[src/design/tcpq_pkg.sv]
// shared types and constants for the two-class priority queue
// used by tcpq_ctrl, tcpq_datapath and two_class_priority_queue_top
`timescale 1ns / 1ps

package tcpq_pkg;

    localparam int DATA_W   = 32;
    localparam int FUNC_W   = 2;
    localparam int STATUS_W = 2;
    localparam int OCC_W    = 5;

    localparam logic signed [DATA_W-1:0] THRESHOLD_RESET = 32'sd59;

    // operation codes
    localparam logic [FUNC_W-1:0] FN_APPEND = 2'd0;
    localparam logic [FUNC_W-1:0] FN_PRIO   = 2'd1;
    localparam logic [FUNC_W-1:0] FN_REMOVE = 2'd2;

    // result status codes
    localparam logic [STATUS_W-1:0] ST_DONE  = 2'd0;
    localparam logic [STATUS_W-1:0] ST_EMPTY = 2'd1;
    localparam logic [STATUS_W-1:0] ST_FULL  = 2'd2;

    // controller to datapath
    typedef struct packed {
        logic take_item;    // latch the accepted beat, clear the result
        logic set_full;
        logic set_empty;
        logic append_write; // write at the tail, count up
        logic scan_start;   // walk pointer to the head
        logic scan_read;    // read entry at the walk pointer
        logic scan_next;    // step the walk pointer
        logic scan_stop;    // insert position found, walk pointer to the tail
        logic shift_read;   // read entry just below the walk pointer
        logic shift_write;  // move read entry up one slot, step down
        logic place_write;  // write new value at insert position, count up
        logic pop_read;     // read the head entry
        logic pop;          // take head value, advance head, count down
        logic load_out;     // move result into the output register
    } cmd_t;

    // datapath to controller
    typedef struct packed {
        logic [FUNC_W-1:0] func;
        logic              full;
        logic              empty;
        logic              item_high;
        logic              rd_high;
        logic              ptr_at_count;
        logic              ptr_at_pos;
        logic              out_free;
    } stat_t;

endpackage

[src/design/two_class_priority_queue_top.sv]
// top level of the two-class priority queue
// depends on tcpq_pkg, tcpq_ctrl and tcpq_datapath
`timescale 1ns / 1ps

// Ordered queue of up to QUEUE_DEPTH signed 32-bit values in a circular
// single-port-read memory. s_func selects append (0), priority insert (1) or
// remove head (2); code 3 does nothing. A priority insert of a value above
// cfg_priority_threshold lands behind the leading run of high entries. One
// item is worked at a time. The search for the insert position and the shift
// that makes room step one entry at a time through the memory's read port,
// reading an entry before each check or move. The result waits in an output
// register while the next beat is accepted; an item finishes only once that
// register is free again. The threshold register may be written only while
// the queue is idle.
module two_class_priority_queue_top
    import tcpq_pkg::*;
#(
    parameter int QUEUE_DEPTH = 16
) (
    input  logic                       aclk,
    input  logic                       aresetn,
    input  logic                       s_valid,
    output logic                       s_ready,
    input  logic [FUNC_W-1:0]          s_func,
    input  logic signed [DATA_W-1:0]   s_item_value,
    input  logic                       cfg_valid,
    output logic                       cfg_ready,
    input  logic signed [DATA_W-1:0]   cfg_priority_threshold,
    output logic                       m_valid,
    input  logic                       m_ready,
    output logic [STATUS_W-1:0]        m_status,
    output logic signed [DATA_W-1:0]   m_removed_value,
    output logic [OCC_W-1:0]           m_occupancy
);

    cmd_t  cmd;
    stat_t stat;

    assign cfg_ready = 1'b1;

    tcpq_ctrl u_ctrl (
        .aclk    (aclk),
        .aresetn (aresetn),
        .s_valid (s_valid),
        .s_ready (s_ready),
        .stat    (stat),
        .cmd     (cmd)
    );

    tcpq_datapath #(
        .QUEUE_DEPTH (QUEUE_DEPTH)
    ) u_datapath (
        .aclk                   (aclk),
        .aresetn                (aresetn),
        .s_func                 (s_func),
        .s_item_value           (s_item_value),
        .cfg_valid              (cfg_valid),
        .cfg_priority_threshold (cfg_priority_threshold),
        .m_valid                (m_valid),
        .m_ready                (m_ready),
        .m_status               (m_status),
        .m_removed_value        (m_removed_value),
        .m_occupancy            (m_occupancy),
        .cmd                    (cmd),
        .stat                   (stat)
    );

endmodule

[src/design/tcpq_ctrl.sv]
// sequencer for the two-class priority queue
// depends on tcpq_pkg for the command and status structs and the operation codes
`timescale 1ns / 1ps

module tcpq_ctrl
    import tcpq_pkg::*;
(
    input  logic  aclk,
    input  logic  aresetn,
    input  logic  s_valid,
    output logic  s_ready,
    input  stat_t stat,
    output cmd_t  cmd
);

    typedef enum logic [7:0] {
        S_IDLE     = 8'b0000_0001,
        S_DECODE   = 8'b0000_0010,
        S_SCAN     = 8'b0000_0100,
        S_SCAN_CHK = 8'b0000_1000,
        S_SHIFT    = 8'b0001_0000,
        S_SHIFT_WR = 8'b0010_0000,
        S_POP      = 8'b0100_0000,
        S_DONE     = 8'b1000_0000
    } state_t;

    state_t state_reg, state_next;

    assign s_ready = (state_reg == S_IDLE);

    always_comb begin
        state_next = state_reg;
        cmd        = '0;
        case (state_reg)
            S_IDLE: begin
                if (s_valid) begin
                    cmd.take_item = 1'b1;
                    state_next    = S_DECODE;
                end
            end
            S_DECODE: begin
                state_next = S_DONE;
                case (stat.func)
                    FN_APPEND, FN_PRIO: begin
                        if (stat.full) begin
                            cmd.set_full = 1'b1;
                        end else if (stat.func == FN_PRIO && stat.item_high) begin
                            cmd.scan_start = 1'b1;
                            state_next     = S_SCAN;
                        end else begin
                            cmd.append_write = 1'b1;
                        end
                    end
                    FN_REMOVE: begin
                        if (stat.empty) begin
                            cmd.set_empty = 1'b1;
                        end else begin
                            cmd.pop_read = 1'b1;
                            state_next   = S_POP;
                        end
                    end
                    default: begin
                        // unused code, nothing to do
                    end
                endcase
            end
            S_SCAN: begin
                if (stat.ptr_at_count) begin
                    cmd.scan_stop = 1'b1;
                    state_next    = S_SHIFT;
                end else begin
                    cmd.scan_read = 1'b1;
                    state_next    = S_SCAN_CHK;
                end
            end
            S_SCAN_CHK: begin
                if (stat.rd_high) begin
                    cmd.scan_next = 1'b1;
                    state_next    = S_SCAN;
                end else begin
                    cmd.scan_stop = 1'b1;
                    state_next    = S_SHIFT;
                end
            end
            S_SHIFT: begin
                if (stat.ptr_at_pos) begin
                    cmd.place_write = 1'b1;
                    state_next      = S_DONE;
                end else begin
                    cmd.shift_read = 1'b1;
                    state_next     = S_SHIFT_WR;
                end
            end
            S_SHIFT_WR: begin
                cmd.shift_write = 1'b1;
                state_next      = S_SHIFT;
            end
            S_POP: begin
                cmd.pop    = 1'b1;
                state_next = S_DONE;
            end
            S_DONE: begin
                if (stat.out_free) begin
                    cmd.load_out = 1'b1;
                    state_next   = S_IDLE;
                end
            end
            default: begin
                state_next = S_IDLE;
            end
        endcase
    end

    always_ff @(posedge aclk) begin
        if (!aresetn) begin
            state_reg <= S_IDLE;
        end else begin
            state_reg <= state_next;
        end
    end

endmodule

[src/design/tcpq_datapath.sv]
// entry store, pointers, threshold and result registers of the priority queue
// depends on tcpq_pkg; driven by commands from tcpq_ctrl
`timescale 1ns / 1ps

module tcpq_datapath
    import tcpq_pkg::*;
#(
    parameter int QUEUE_DEPTH = 16
) (
    input  logic                       aclk,
    input  logic                       aresetn,
    input  logic [FUNC_W-1:0]          s_func,
    input  logic signed [DATA_W-1:0]   s_item_value,
    input  logic                       cfg_valid,
    input  logic signed [DATA_W-1:0]   cfg_priority_threshold,
    output logic                       m_valid,
    input  logic                       m_ready,
    output logic [STATUS_W-1:0]        m_status,
    output logic signed [DATA_W-1:0]   m_removed_value,
    output logic [OCC_W-1:0]           m_occupancy,
    input  cmd_t                       cmd,
    output stat_t                      stat
);

    localparam int AW = (QUEUE_DEPTH > 1) ? $clog2(QUEUE_DEPTH) : 1;
    localparam int CW = $clog2(QUEUE_DEPTH + 1);
    localparam int SW = CW + 1;
    localparam int OW = OCC_W + CW;

    // circular store, head at head_reg
    logic [DATA_W-1:0] mem [QUEUE_DEPTH];

    logic [CW-1:0]              count_reg, count_next;
    logic [AW-1:0]              head_reg, head_next;
    logic [CW-1:0]              ptr_reg, ptr_next;
    logic [CW-1:0]              pos_reg, pos_next;
    logic signed [DATA_W-1:0]   thr_reg, thr_next;
    logic [FUNC_W-1:0]          op_func_reg;
    logic signed [DATA_W-1:0]   op_value_reg;
    logic signed [DATA_W-1:0]   rd_data_reg;
    logic [STATUS_W-1:0]        res_status_reg, res_status_next;
    logic signed [DATA_W-1:0]   res_removed_reg, res_removed_next;
    logic                       m_valid_reg, m_valid_next;
    logic [STATUS_W-1:0]        m_status_reg;
    logic signed [DATA_W-1:0]   m_removed_reg;
    logic [OCC_W-1:0]           m_occupancy_reg;

    logic                       wr_en, rd_en;
    logic [CW-1:0]              wr_off, rd_off;
    logic [AW-1:0]              wr_addr, rd_addr;
    logic [DATA_W-1:0]          wr_data;
    logic [OW-1:0]              occ_wide;

    // logical offset from the head to a physical slot
    function automatic logic [AW-1:0] phys(input logic [CW-1:0] off);
        logic [SW-1:0] sum;
        sum = SW'(head_reg) + SW'(off);
        if (sum >= SW'(QUEUE_DEPTH)) begin
            sum = sum - SW'(QUEUE_DEPTH);
        end
        return sum[AW-1:0];
    endfunction

    always_comb begin
        wr_en   = cmd.append_write | cmd.shift_write | cmd.place_write;
        wr_off  = count_reg;
        wr_data = op_value_reg;
        if (cmd.shift_write) begin
            wr_off  = ptr_reg;
            wr_data = rd_data_reg;
        end else if (cmd.place_write) begin
            wr_off = pos_reg;
        end
        rd_en  = cmd.scan_read | cmd.shift_read | cmd.pop_read;
        rd_off = '0;
        if (cmd.scan_read) begin
            rd_off = ptr_reg;
        end else if (cmd.shift_read) begin
            rd_off = ptr_reg - CW'(1);
        end
        wr_addr = phys(wr_off);
        rd_addr = phys(rd_off);
    end

    always_ff @(posedge aclk) begin
        if (wr_en) begin
            mem[wr_addr] <= wr_data;
        end
        if (rd_en) begin
            rd_data_reg <= mem[rd_addr];
        end
    end

    always_comb begin
        count_next       = count_reg;
        head_next        = head_reg;
        ptr_next         = ptr_reg;
        pos_next         = pos_reg;
        thr_next         = thr_reg;
        res_status_next  = res_status_reg;
        res_removed_next = res_removed_reg;
        m_valid_next     = m_valid_reg;

        if (cfg_valid) begin
            thr_next = cfg_priority_threshold;
        end
        if (cmd.take_item) begin
            res_status_next  = ST_DONE;
            res_removed_next = '0;
        end
        if (cmd.set_full) begin
            res_status_next = ST_FULL;
        end
        if (cmd.set_empty) begin
            res_status_next = ST_EMPTY;
        end
        if (cmd.append_write || cmd.place_write) begin
            count_next = count_reg + CW'(1);
        end
        if (cmd.pop) begin
            count_next       = count_reg - CW'(1);
            head_next        = (head_reg == AW'(QUEUE_DEPTH - 1)) ? '0 : head_reg + AW'(1);
            res_removed_next = rd_data_reg;
        end
        if (cmd.scan_start) begin
            ptr_next = '0;
        end
        if (cmd.scan_next) begin
            ptr_next = ptr_reg + CW'(1);
        end
        if (cmd.scan_stop) begin
            pos_next = ptr_reg;
            ptr_next = count_reg;
        end
        if (cmd.shift_write) begin
            ptr_next = ptr_reg - CW'(1);
        end
        if (m_ready) begin
            m_valid_next = 1'b0;
        end
        if (cmd.load_out) begin
            m_valid_next = 1'b1;
        end
    end

    assign occ_wide = OW'(count_reg);

    always_ff @(posedge aclk) begin
        if (!aresetn) begin
            count_reg   <= '0;
            head_reg    <= '0;
            thr_reg     <= THRESHOLD_RESET;
            m_valid_reg <= 1'b0;
        end else begin
            count_reg   <= count_next;
            head_reg    <= head_next;
            thr_reg     <= thr_next;
            m_valid_reg <= m_valid_next;
        end
        ptr_reg         <= ptr_next;
        pos_reg         <= pos_next;
        res_status_reg  <= res_status_next;
        res_removed_reg <= res_removed_next;
        if (cmd.take_item) begin
            op_func_reg  <= s_func;
            op_value_reg <= s_item_value;
        end
        if (cmd.load_out) begin
            m_status_reg    <= res_status_reg;
            m_removed_reg   <= res_removed_reg;
            m_occupancy_reg <= occ_wide[OCC_W-1:0];
        end
    end

    assign m_valid         = m_valid_reg;
    assign m_status        = m_status_reg;
    assign m_removed_value = m_removed_reg;
    assign m_occupancy     = m_occupancy_reg;

    always_comb begin
        stat.func         = op_func_reg;
        stat.full         = (count_reg >= CW'(QUEUE_DEPTH));
        stat.empty        = (count_reg == '0);
        stat.item_high    = (op_value_reg > thr_reg);
        stat.rd_high      = (rd_data_reg > thr_reg);
        stat.ptr_at_count = (ptr_reg == count_reg);
        stat.ptr_at_pos   = (ptr_reg == pos_reg);
        stat.out_free     = !m_valid_reg || m_ready;
    end

    a_count_bound: assert property (@(posedge aclk) disable iff (!aresetn)
        count_reg <= CW'(QUEUE_DEPTH))
        else $error("entry count above depth");

    a_head_bound: assert property (@(posedge aclk) disable iff (!aresetn)
        head_reg < AW'(QUEUE_DEPTH - 1) || head_reg == AW'(QUEUE_DEPTH - 1))
        else $error("head pointer out of range");

    a_pop_count: assert property (@(posedge aclk) disable iff (!aresetn)
        cmd.pop |=> count_reg == $past(count_reg) - CW'(1))
        else $error("pop did not lower the count by one");

    a_place_pos: assert property (@(posedge aclk) disable iff (!aresetn)
        cmd.place_write |-> ptr_reg == pos_reg && count_reg < CW'(QUEUE_DEPTH))
        else $error("insert placed before the shift finished or into a full store");

    a_load_free: assert property (@(posedge aclk) disable iff (!aresetn)
        cmd.load_out |-> !m_valid_reg || m_ready)
        else $error("result overwritten while still waiting");

endmodule

[config.mk]
export PLATFORM = sky130hd
export DESIGN_NAME = two_class_priority_queue_top
export DESIGN_NICKNAME = d
export VERILOG_FILES = /design/src/design/tcpq_pkg.sv /design/src/design/two_class_priority_queue_top.sv /design/src/design/tcpq_ctrl.sv /design/src/design/tcpq_datapath.sv
export SDC_FILE = /design/constraint.sdc
export NUM_CORES = 1
export LEC_CHECK = 0
export BUFFER_PORTS_ARGS = -buffer_cell sky130_fd_sc_hd__buf_4
export CORE_ASPECT_RATIO = 1.75
export CORE_MARGIN = 5
export CORE_UTILIZATION = 60
export DETAILED_ROUTE_END_ITERATION = 10
export GPL_ROUTABILITY_DRIVEN = 0
export HOLD_SLACK_MARGIN = 0.08
export PLACE_DENSITY = 0.78
export SYNTH_ARGS = -nofsm -noshare
export SYNTH_HDL_FRONTEND = slang
export SYNTH_SLANG_ARGS = --single-unit
[constraint.sdc]
create_clock -name aclk -period 18.3 [get_ports aclk]
set_clock_uncertainty 0.05 [all_clocks]
set_input_delay 1.83 -clock aclk [delete_from_list [all_inputs] [get_ports aclk]]
set_output_delay 1.83 -clock aclk [all_outputs]
set_load 0.02 [all_outputs]
==> Implementation_results.wiki <==
{| class="wikitable"
! Metric !! Value
|-
| Number of DRC violations after detailed-routing iteration 0 || 1513
|-
| Minimum clock period || 5.53 ns
|-
| Portion of total power attributed to combinational logic || 3.2%
|-
| Hold buffers post-CTS || 0
|-
| Clock buffer depth || 3
|-
| Area of the mapped netlist || just under 30000 µm²
|-
| Layout cell share with drive strength beyond 1 || about a quarter
|-
| Max-slew violation total from the final report || 0
|-
| Number of enable-type register cells in the synthesized netlist || between 600 and 700
|-
| Total number of vias || roughly 16000
|-
| Number of vias per cell || roughly 6.5
|-
| IR Drop Worst-Case VDD || about 65 µV
|-
| Type of element capturing the critical path || flop
|-
| Classification of the worst-slack hold path || flop to flop
|-
| Count of buffers inserted at the top-level ports || about 110
|-
| FP Rows || 107
|-
| Post-Route WL || slightly below 70 mm
|-
| Nets || 1853
|-
| Critical path peak fanout || between 70 and 80
|-
| Sum of negative setup slack || 0 ns
|-
| Relative contribution of sequential cells to total power || a little under three fifths
|-
| Arrival time at the worst endpoint || 5.82 ns
|-
| Critical path required time || around 19 ns
|-
| Clock input transition at the sequential cells of the worst setup and hold paths || ~0.07 ns
|-
| F_max || about 180 MHz
|-
| Initial antenna violation count || 0
|-
| Cells resized by post-CTS repair || 0
|-
| Synth-to-Final Area Change || 12.0%
|-
| Portion of the clock cycle consumed by the worst path in the final layout || a little under a third
|-
| Source-to-sink clock delay at the later pin of the worst-skew pair || approximately 0.61 ns
|-
| Switching Fraction || roughly a fifth
|-
| Count of distinct cell types in the synthesized netlist || a little under 80
|-
| WS Path Type || flop to flop
|-
| Sequential-to-total area share from yosys stat || about 70%
|-
| Most frequent cells in the layout || sky130_fd_sc_hd__edfxtp_1 (659), sky130_fd_sc_hd__buf_4 (151), sky130_fd_sc_hd__nand2_1 (132)
|-
| Part of the power in the clock network || between 40% and 50%
|-
| Avg Inst Size Synth || between 15 and 20 µm²
|-
| Post-Synthesis Cells || about 1600
|-
| Post-layout instance area || 32900 µm²
|-
| Area enclosed by the die boundary || approximately 54000 µm²
|-
| Leakage Power || roughly 11 nW
|-
| Reg with most FFs || u_datapath.mem
|-
| Largest net degree at the start of global routing || 73
|-
| Root Driver || sky130_fd_sc_hd__clkbuf_16
|-
| Number of endpoints with negative hold slack in the final report || 0
|-
| Number of sinks driven by the clock tree || 711
|-
| Number of setup buffers added after CTS || 0
|-
| Starting utilization of the core area || between 60 and 70%
|-
| Setup violation total in the final timing report || 0
|-
| Outcome || finished clean
|-
| Net count of the mapped netlist || ~1700
|-
| Startpoint types || flop
|-
| Wire length of the first global-routing pass || between 100 and 150 mm
|-
| Setup repair after global routing missed its margin || no
|-
| Ys async rst share || 0%
|-
| TritonCTS clock tree || yes
|-
| Core footprint || 48600 µm²
|-
| Flip-flop count of the largest register after layout || 512
|-
| Final HPWL DP || ~40 mm
|-
| Router iterations before antenna repair || 5
|-
| Area post-placement || 31000 µm²
|-
| MaxCap Viol Count || 0
|-
| Yosys Warn Count || 0
|-
| Top Ports || about 110
|-
| Level count of the clock H-tree || 2
|-
| Global-route congestion overflow total || 0
|-
| Number of global-route vias before repair || 16100
|-
| Width of the die || ~180 µm
|-
| Power per cell area || around 97 nW/µm²
|-
| Total routing resource utilization after global routing || between 20 and 30%
|-
| Leading register cell type out of synthesis || sky130_fd_sc_hd__edfxtp_1
|-
| Flops & latches, synth || roughly 700
|-
| Antenna violation net count after detailed routing || 0
|-
| Commonest non-fill, non-tap cell in the layout || sky130_fd_sc_hd__edfxtp_1
|-
| Height of the chip || 303 µm
|-
| Net load switching power || around 0.65 mW
|-
| Worst hold slack || ~0.37 ns
|-
| Relative max-transition margin || 26.0%
|-
| TritonCTS Buffers || 58
|-
| Internal power || 2.53 mW
|-
| Post-DR wirelength/cell || 28.6 µm
|-
| Transition time at the pin with the least slew margin || about 1.1 ns
|-
| Total inserted antenna cells || 0
|-
| Post-route DRC violation count || 0
|}
[metrics by stage]
step           power [mW]  std cells  setup WS (ns)  utilization [%]
2_1_floorplan        1.89       1559          11.67                -
3_3_place_gp         1.93       2297          12.96             63.8
3_5_place_dp         1.94       2297          12.77             63.8
4_1_cts              3.20       2406          12.72             67.8
5_1_grt              3.28       2406          12.59             67.8
6_report             3.18       2406          12.77             67.8
[Yosys cell counts (all sizes together) (3+ instances only)]
cell	count	share of area, %
o31ai	3	0.077
a21boi	4	0.10
o21ai	16	0.28
clkbuf	32	0.78
nand2b	7	0.15
and2	34	0.73
nand3	18	0.32
a211oi	5	0.21
a21o	11	0.28
a221o	3	0.10
a31oi	5	0.16
o21bai	3	0.17
dfxtp	52	3.5
and4	3	0.098
xor2	9	0.33
xnor2	15	0.50
nor3	9	0.22
nand3b	9	0.23
nor2	45	0.61
ha	76	3.2
nand2	132	1.7
o221ai	3	0.089
or3	3	0.064
nor3b	5	0.16
a21oi	43	0.78
nor2b	5	0.16
buf	35	1.0
o211ai	7	0.20
fa	3	0.20
nor4	24	0.73
mux4	160	13
nand4	14	0.32
inv	54	0.69
edfxtp	659	67
mux2i	35	1.2
[worst max-delay path: stages (launching register included)]
cell and delay, ns:
sky130_fd_sc_hd__edfxtp_1 0.58, sky130_fd_sc_hd__xor2_1 0.25, sky130_fd_sc_hd__nor3_2 0.23, sky130_fd_sc_hd__nand3_2 0.12, sky130_fd_sc_hd__nand2b_1 0.30, sky130_fd_sc_hd__o21ai_0 0.23, sky130_fd_sc_hd__ha_4 0.23, sky130_fd_sc_hd__fa_4 1.32
sky130_fd_sc_hd__buf_4 0.89, sky130_fd_sc_hd__mux4_2 0.44, sky130_fd_sc_hd__mux4_1 0.55
[layout make-up]
class / count / area [µm²]
flip-flops and latches: 711 / 20800
fillers: 3057 / 15600
multi-input cells: 727 / 8010
clock buffers: 64 / 1480
repair buffers: 151 / 1130
well taps: 654 / 818
clock inverters: 45 / 468
inverters: 54 / 203
[kinds of logic (layout without fill, tap and decap cells)]
logic type               Yosys count  in the layout  share of synthesized area [%]
AO/OA/AOI/OAI                    112            112                           2.71
XOR/XNOR                          24             24                          0.829
adder cells (fa/ha/maj)           79             79                           3.44
buffers and inverters            121            314                           2.49
flip-flops                       711            711                           70.8
multiplexers                     197            197                           14.0
other                              1              1                         0.0127
AND/OR/NAND/NOR                  314            314                           5.66
[final timing paths]
kind	slack (ns)	cells past startpoint	start	endpoint
hold / removal	0.37	0	u_datapath.res_removed_reg[20]	u_datapath.m_removed_value[20]
setup reg to reg	12.77	10	u_datapath.ptr_reg[0]	u_datapath.rd_data_reg[3]
setup / recovery	12.77	10	u_datapath.ptr_reg[0]	u_datapath.rd_data_reg[3]
hold reg to reg	0.37	0	u_datapath.res_removed_reg[20]	u_datapath.m_removed_value[20]
[layer usage]
metal	GRT usage (%)	part of all wire [%]	vias to the layer above
met5	0	0	-
met4	10.3	4.5	0
met3	3.53	7.8	189
met2	46.5	53	862
met1	32.2	35	7965
li1	-	-	6503
[power groups by stage]
stage | Sequential [mW] | Clock (mW) | Combinational (mW)
after floorplan | 1.83 | 0 | 0.0597
after global placement | 1.84 | 0 | 0.0933
after detailed placement | 1.84 | 0 | 0.0998
after CTS | 1.80 | 1.29 | 0.100
after global routing | 1.80 | 1.37 | 0.111
final | 1.80 | 1.28 | 0.101
Power figures use the tool's default switching activity.
